$ cat src/design/nrmt_pkg.sv
// Shared types and constants for the ReLU neuron trainer.
// Item structs, op codes, register indexes and controller command encoding.
`default_nettype none

package nrmt_pkg;

  typedef struct packed {
    logic [2:0]         op;
    logic [5:0]         index;
    logic signed [31:0] value_a;
    logic signed [31:0] value_b;
    logic               last;
  } in_item_t;

  typedef struct packed {
    logic               result_kind;
    logic signed [31:0] result_value;
    logic               saturated;
  } out_item_t;

  localparam logic [2:0] OP_LOAD    = 3'd0;
  localparam logic [2:0] OP_FORWARD = 3'd1;
  localparam logic [2:0] OP_TARGET  = 3'd2;
  localparam logic [2:0] OP_HIDDEN  = 3'd3;
  localparam logic [2:0] OP_UPDATE  = 3'd4;

  localparam logic KIND_OUTPUT   = 1'b0;
  localparam logic KIND_GRADIENT = 1'b1;

  localparam logic CFG_LEARNING_RATE = 1'b0;
  localparam logic CFG_MOMENTUM      = 1'b1;

  // 0.15 and 0.5 in unsigned Q0.16
  localparam logic [15:0] LEARNING_RATE_RESET = 16'd9830;
  localparam logic [15:0] MOMENTUM_RESET      = 16'd32768;
  localparam int          RATE_FRAC           = 16;

  typedef enum logic [2:0] {
    MUL_NONE,
    MUL_AW,
    MUL_AB,
    MUL_AG,
    MUL_TLO,
    MUL_THI,
    MUL_MD
  } mul_sel_t;

  typedef enum logic [3:0] {
    ACT_NONE,
    ACT_LOAD,
    ACT_ACC,
    ACT_FWD,
    ACT_HID,
    ACT_TGT,
    ACT_T,
    ACT_SUM_LO,
    ACT_SUM_HI,
    ACT_SUM_MD,
    ACT_WRITE
  } act_t;

  typedef struct packed {
    logic     latch;
    mul_sel_t mul_sel;
    act_t     act;
  } ctrl_t;

endpackage

`default_nettype wire

$ cat src/design/nrmt_ctrl.sv
// Sequencer for the neuron trainer: steps each accepted item through the datapath.
// Depends on nrmt_pkg for op codes and the command struct.
`default_nettype none

module nrmt_ctrl
  import nrmt_pkg::*;
(
  input  wire logic       clk,
  input  wire logic       rst,
  input  wire logic       in_valid,
  input  wire logic [2:0] in_op,
  input  wire logic       in_last,
  output logic            in_ready,
  input  wire logic       out_ready,
  output logic            out_valid,
  output ctrl_t           cmd
);

  typedef enum logic [3:0] {
    S_IDLE,
    S_LOAD,
    S_MUL,
    S_ACC,
    S_FWD,
    S_HID,
    S_TGT,
    S_UPD_T,
    S_UPD_HI,
    S_UPD_MD,
    S_UPD_SUM,
    S_UPD_WR
  } state_t;

  state_t     state;
  state_t     state_next;
  logic [2:0] op;
  logic       last;
  logic       out_free;
  logic       accept;
  logic       result_load;

  assign in_ready    = (state == S_IDLE);
  assign accept      = in_valid && in_ready;
  assign out_free    = !out_valid || out_ready;
  assign result_load = (cmd.act == ACT_FWD) || (cmd.act == ACT_HID) || (cmd.act == ACT_TGT);

  always_comb begin
    cmd        = '{latch: 1'b0, mul_sel: MUL_NONE, act: ACT_NONE};
    state_next = state;
    case (state)
      S_IDLE: begin
        cmd.latch = accept;
        if (accept) begin
          case (in_op)
            OP_LOAD:    state_next = S_LOAD;
            OP_FORWARD: state_next = S_MUL;
            OP_TARGET:  state_next = S_TGT;
            OP_HIDDEN:  state_next = S_MUL;
            OP_UPDATE:  state_next = S_MUL;
            default:    state_next = S_IDLE;
          endcase
        end
      end
      S_LOAD: begin
        cmd.act    = ACT_LOAD;
        state_next = S_IDLE;
      end
      S_MUL: begin
        case (op)
          OP_FORWARD: cmd.mul_sel = MUL_AW;
          OP_HIDDEN:  cmd.mul_sel = MUL_AB;
          default:    cmd.mul_sel = MUL_AG;
        endcase
        state_next = (op == OP_UPDATE) ? S_UPD_T : S_ACC;
      end
      S_ACC: begin
        cmd.act = ACT_ACC;
        if (!last) begin
          state_next = S_IDLE;
        end else if (op == OP_FORWARD) begin
          state_next = S_FWD;
        end else begin
          state_next = S_HID;
        end
      end
      // hold the result states until the output register is free
      S_FWD: begin
        if (out_free) begin
          cmd.act    = ACT_FWD;
          state_next = S_IDLE;
        end
      end
      S_HID: begin
        if (out_free) begin
          cmd.act    = ACT_HID;
          state_next = S_IDLE;
        end
      end
      S_TGT: begin
        if (out_free) begin
          cmd.act    = ACT_TGT;
          state_next = S_IDLE;
        end
      end
      S_UPD_T: begin
        cmd.mul_sel = MUL_TLO;
        cmd.act     = ACT_T;
        state_next  = S_UPD_HI;
      end
      S_UPD_HI: begin
        cmd.mul_sel = MUL_THI;
        cmd.act     = ACT_SUM_LO;
        state_next  = S_UPD_MD;
      end
      S_UPD_MD: begin
        cmd.mul_sel = MUL_MD;
        cmd.act     = ACT_SUM_HI;
        state_next  = S_UPD_SUM;
      end
      S_UPD_SUM: begin
        cmd.act    = ACT_SUM_MD;
        state_next = S_UPD_WR;
      end
      S_UPD_WR: begin
        cmd.act    = ACT_WRITE;
        state_next = S_IDLE;
      end
      default: begin
        state_next = S_IDLE;
      end
    endcase
  end

  always_ff @(posedge clk) begin
    if (rst) begin
      state     <= S_IDLE;
      out_valid <= 1'b0;
      op        <= OP_LOAD;
      last      <= 1'b0;
    end else begin
      state <= state_next;
      if (accept) begin
        op   <= in_op;
        last <= in_last;
      end
      if (result_load) begin
        out_valid <= 1'b1;
      end else if (out_ready) begin
        out_valid <= 1'b0;
      end
    end
  end

  a_no_overwrite: assert property (@(posedge clk) disable iff (rst)
    !(result_load && out_valid && !out_ready))
    else $error("result loaded over an untaken transfer");

  a_target_path: assert property (@(posedge clk) disable iff (rst)
    (accept && in_op == OP_TARGET) |=> (state == S_TGT))
    else $error("target item did not enter the target step");

  a_result_source: assert property (@(posedge clk) disable iff (rst)
    $rose(out_valid) |-> $past(result_load))
    else $error("output valid rose without a result step");

endmodule

`default_nettype wire

$ cat config.mk
export PLATFORM = sky130hd
export DESIGN_NAME = nrmt_ctrl
export DESIGN_NICKNAME = d
export VERILOG_FILES = /design/src/design/nrmt_pkg.sv /design/src/design/nrmt_ctrl.sv
export SDC_FILE = /design/constraint.sdc
export NUM_CORES = 1
export LEC_CHECK = 0
export BUFFER_PORTS_ARGS = -buffer_cell sky130_fd_sc_hd__buf_2
export CORE_UTILIZATION = 40
export DETAILED_ROUTE_END_ITERATION = 8
export PLACE_DENSITY_LB_ADDON = 0.08
export SYNTH_ARGS = -nofsm -noshare
export SYNTH_HDL_FRONTEND = slang
export SYNTH_SLANG_ARGS = --single-unit
$ cat constraint.sdc
create_clock -name clk -period 2.6 [get_ports clk]
set_input_delay 0.52 -clock clk [delete_from_list [all_inputs] [get_ports clk]]
set_output_delay 0.52 -clock clk [all_outputs]
set_load 0.01 [all_outputs]
==> results of run 1 <==
-- flip-flops by register name, indices dropped and copies added (netlist names) --
signal	count
op	3
out_valid	1
state	4
last	1
-- layer usage --
layer | wire [microns] | GRT usage | vias up
li1 | - | - | 353
met2 | 596 | 0.230 | 16
met1 | 840 | 0.302 | 298
met4 | 17 | 0.0909 | 0
met5 | 0 | 0 | -
met3 | 61 | 0.0383 | 2
-- cell usage in the layout (no fill, tap or decap), drive strengths merged --
cell type  synthesis  final
a2111oi            1      1
a211o              1      1
a211oi             2      2
a21o               1      1
a21oi              8      8
a221o              1      1
a22o               1      1
a2bb2oi            1      1
a311o              1      1
a31oi              1      1
buf                4     18
clkbuf             3      4
dfxtp              9      9
inv                5      5
maj3               1      1
mux2               1      1
nand2             11     11
nand2b             4      4
nand3              5      5
nand3b             2      2
nor2               6      6
nor2b              2      2
nor3               4      4
nor4               1      1
o2111ai            1      1
o211ai             1      1
o21a               1      1
o21ai              2      2
o22ai              2      2
or3                2      2
or3b               1      1
or4                1      1
or4b               1      1
-- area by class of cell --
class,instances,area share
multi-input combinational,67,0.563
inverter,5,0.0243
timing repair buffer,18,0.120
clock buffer,4,0.0340
sequential,9,0.233
tap,16,0.0259
-- how the worst min path moves through the flow --
stage	from	endpoint	slack (ns)	depth (start not counted)
floorplan	last	last	0.45	2
global placement	last	last	0.47	2
detailed placement	last	last	0.48	2
CTS	last	last	0.49	2
global route	last	last	0.51	2
finish	op[0]	op[0]	0.49	2
-- cell families after synthesis --
logic type	synth area share
compound gates	0.280
fa+ha+maj	0.0148
buf+inv	0.0872
flops	0.267
mux	0.0167
simple gates	0.334
-- stage by stage --
| step | util | total power, mW |
|---|---|---|
| floorplan | - | 0.258 |
| global placement | 0.485 | 0.291 |
| detailed placement | 0.485 | 0.291 |
| CTS | 0.502 | 0.404 |
| global route | 0.502 | 0.426 |
| finish | 0.502 | 0.400 |
-- tightest hold or removal path: stages (launching register included) --
cell and delay (ns):
dfxtp_1 0.33, nand2_1 0.06, a21oi_1 0.05
-- power breakdown --
group / internal [mW] / switching [mW] / leakage [nW]
logic: 0.0576 / 0.0606 / 0.232
clock network: 0.0594 / 0.0522 / 0.0150
registers: 0.148 / 0.0221 / 0.0735
total: 0.265 / 0.135 / 0.321
==> out/metrics.csv, run 1 <==
metric,value,unit
first-pass GRT wire length,2620,microns
Clock transition at path regs,0.06,ns
CTS Hold Buffers Added,0,
Min-Delay Path Class,reg -> reg,
Max Cap Viol,0,
LEAKAGE,0.321,nW
asr flop ratio synth,0,
FF/Latch Area,180,sq um
Crit path max-delay family,flip-flops,
Final Non-Filler Cells,119,
Std-Cell Core Area,1540,sq um
final worst path period need,2.27,ns
first-pass detailed-route iteration total,4,
Yosys reg bits,9,
cell count after placement,115,
post-route cell area,773,sq um
ratio of cells with drive above 1 in the final layout,0.252,
total grt overflow,0,
critical path capture point type,output pin,
Ant. Diodes,0,
Die Wd,43.1,microns
count of different cell masters after synthesis,36,
hpwl dp,1100,microns
"Buf+Inv Stages, Crit Path",2,
Worst Path Max Fanout,11,
Post-CTS Resized,0,
ys flop type,dfxtp_1,
# IOs,18,
antenna violations before repair,0,
DRC errors left,0,
final-stage net count,112,
largest net degree at the start of global routing,17,
Die ar.,1850,sq um
"worst slack, placed",0.607,ns
placed inst area,747,sq um
Slew HR,0.593,
Setup crit start kind,flop,
largest cells by area after synthesis,"dfxtp_1 (27%), nand2_1 (6.1%), a21oi_1 (5.9%), a2111oi_4 (4.1%), nand2b_1 (3.7%)",
area of the multi-input gates,435,sq um
CTS tree,yes,
GPL Wtd Cong,0.738,
number of cells on the critical path,4,
PwrDens,518,nW/um^2
cell with the most instances after synthesis,nand2_1,
final worst path period share,0.872,
DR iter-0 viols,5,
Initial Util,0.438,
Layout area overhead,14.7,%
Setup CP Type,reg -> out,
Worst path max stage delay,0.57,ns
setup TNS,0,ns
Reg2Reg Setup Slack,0.94,ns
Yosys top cell by area,dfxtp_1,
fillers,178,
vias in the first global route,556,
# setup viols final,0,
Syn Inst Count,88,
status,"finished, final reports clean",
Yosys top cell area share,0.267,
CP Capture Point,cmd[4],
WP data required,2.08,ns
H-Tree Depth,1,
Ys Warns,0,
TritonCTS buffer count,3,
wire length per cell,12.7,microns
reg2reg start,state[3],
clk buf depth,2,
"Slew Viols, Final",0,
Synth top cells by count,"nand2_1 (11), dfxtp_1 (9), a21oi_1 (8)",
Layout Skew,0.00137,ns
antenna-violating nets left,0,
CP Launch Point,state[1],
via count,669,
Critical Path AT,1.75,ns
worst-path cell with the longest stage delay,dfxtp_1,
post-CTS setup buffers,0,
final hold slack,0.489,ns
Final Worst Setup Slack,0.333,ns
Root Driver,clkbuf_4,
slew of the pin with the lowest slew margin,0.609,ns
syn avg cell area,7.66,sq um
Die H,43.1,microns
CP cell instances,inv_1 -> a311o_1 -> a211oi_1 -> buf_2,
clock sinks,9,
Fmax,0.441,GHz
FF-to-FF path depth,4,
"EDFF count, synth",0,
sequential fraction of the synthesis area,0.267,
# rows,14,
Vias/cell,5.62,
Port Buffers,17,
R2R Path End,state[0],
synthesized cell area,674,sq um
drt total wl,1520,microns
unrepaired setup endpoints after global routing,false,
Max VDD drop,0.270,mV
worst skew pair latency,0.26,ns
Fin. Hold Viols,0,
Post-Syn Nets,96,
Total GRT Usage,0.189,
No activity file was read; power rests on OpenSTA's default activity.
==> run 2: changes to the inputs <==
REMOVE_ABC_BUFFERS = 1   (was default)
==> run 2 against run 1 <==
Clock skew rose by 0.0030 ns. Final area decreased by 0.97%. Routed wire length rose by 6.6%. Setup slack gained 0.0042 ns. Critical path depth did not move. Cell count decreased by 0.84%. Sequential cell count did not move. First-iteration DRC count rose to 4.6 times the previous value. Register-to-register slack worse by 0.07 ns. Sequential share of layout area is 0.23 points higher. Clock-buffer cell count unchanged.
==> out/metrics.csv, run 2 (same netlist as run 1, synthesis figures left out) <==
metric,value,unit
unrepaired setup endpoints after global routing,false,
Min-Delay Path Class,reg -> reg,
drt total wl,1620,microns
Hold Path End,op[1],
first-pass detailed-route iteration total,4,
Layout area overhead,13.5,%
Worst Path Max Fanout,11,
ratio of cells with drive above 1 in the final layout,0.245,
most frequent cells in the layout,"buf_2 (17), nand2_1 (11), dfxtp_1 (9), a21oi_1 (8), nor2_1 (6)",
Reg2Reg Setup Slack,0.87,ns
Fmax,0.442,GHz
Layout Skew,0.00433,ns
worst skew pair latency,0.26,ns
clock sinks,9,
wire length per cell,13.7,microns
Vias/cell,5.84,
PwrDens,519,nW/um^2
CTS Hold Buffers Added,0,
Critical Path AT,1.74,ns
TritonCTS buffer count,3,
final worst path period share,0.870,
"commonest non-fill, non-tap cell in the layout",buf_2,
"Slew Viols, Final",0,
placed inst area,739,sq um
first-pass GRT wire length,2730,microns
hold depth,2,
antenna-violating nets left,0,
CP cell instances,inv_1 -> a311o_1 -> a211oi_1 -> buf_2,
via count,689,
R2R Path End,state[1],
Root Driver,clkbuf_4,
clk buf depth,2,
DRC errors left,0,
FF/Latch Area,180,sq um
final worst path period need,2.26,ns
critical path capture point type,output pin,
CP Launch Point,state[1],
hpwl dp,1070,microns
Ant. Diodes,0,
worst hold start,op[1],
FF-to-FF path depth,4,
reg2reg start,state[2],
H-Tree Depth,1,
Max Cap Viol,0,
post-CTS setup buffers,0,
# IOs,18,
# setup viols final,0,
"Buf+Inv Stages, Crit Path",2,
total power,0.397,mW
antenna violations before repair,0,
status,"finished, final reports clean",
GPL Wtd Cong,0.766,
Slew HR,0.587,
worst-path cell with the longest stage delay,dfxtp_1,
slew of the pin with the lowest slew margin,0.619,ns
setup TNS,0,ns
Top reg by flops,state,
total grt overflow,0,
Total GRT Usage,0.194,
biggest regs,"state (4), op (3)",
WP data required,2.08,ns
Initial Util,0.438,
Setup CP Type,reg -> out,
Post-CTS Resized,0,
vias in the first global route,613,
Std-Cell Core Area,1540,sq um
Clock transition at path regs,0.07,ns
Port Buffers,17,
Die Wd,43.1,microns
CTS tree,yes,
Fin. Hold Viols,0,
Setup crit start kind,flop,
Largest register FFs,4,
DR iter-0 viols,23,
LEAKAGE,0.316,nW
post-route cell area,766,sq um
Die ar.,1850,sq um
final-stage net count,111,
Crit path max-delay family,flip-flops,
# rows,14,
Worst path max stage delay,0.57,ns
area of the multi-input gates,435,sq um
Die H,43.1,microns
Max VDD drop,0.365,mV
largest net degree at the start of global routing,17,
fillers,165,
-- run 2: cell types whose count changed in the layout (fill, tap and decap cells not counted) --
cell,previous run,this run
buf_4,1,0
-- run 2: area by class of cell --
type,count,share of cell area
Tap cell,16,0.0261
Timing Repair Buffer,17,0.111
Clock buffer,4,0.0343
Inverter,5,0.0245
Sequential cell,9,0.235
Multi-Input combinational cell,67,0.569
-- run 2: per-stage QoR --
stage	instances	utilization	setup WS, ns	hold slack (ns)
2_1_floorplan	81	-	0.785	0.444
3_3_place_gp	114	0.480	0.626	0.477
3_5_place_dp	114	0.480	0.604	0.485
4_1_cts	118	0.497	0.331	0.493
5_1_grt	118	0.497	0.230	0.526
6_report	118	0.497	0.337	0.495
-- run 2: how the worst max path moves through the flow --
stage,endpoint,slack [ns],cells past startpoint
2_1_floorplan,cmd[4],0.78,3
3_3_place_gp,cmd[2],0.63,5
3_5_place_dp,cmd[2],0.60,5
4_1_cts,cmd[4],0.33,4
5_1_grt,cmd[4],0.23,4
6_report,cmd[4],0.34,4
-- run 2: layer usage --
layer | GRT usage | vias up | routed length (microns)
li1 | - | 347 | -
met1 | 0.283 | 317 | 808
met2 | 0.279 | 21 | 713
met3 | 0.0383 | 4 | 73
met4 | 0.0727 | 0 | 20
met5 | 0 | - | 0
-- run 2: power breakdown --
group | switching (mW) | internal [mW] | total (mW)
clock network | 0.0542 | 0.0593 | 0.113
registers | 0.0232 | 0.148 | 0.171
logic | 0.0590 | 0.0533 | 0.112
-- run 2: worst min-delay path, delay by kind of cell (launching register included) --
kind             cells  cell delay, ns
AO/OA/AOI/OAI        1            0.06
flip-flops           1            0.33
AND/OR/NAND/NOR      1            0.06
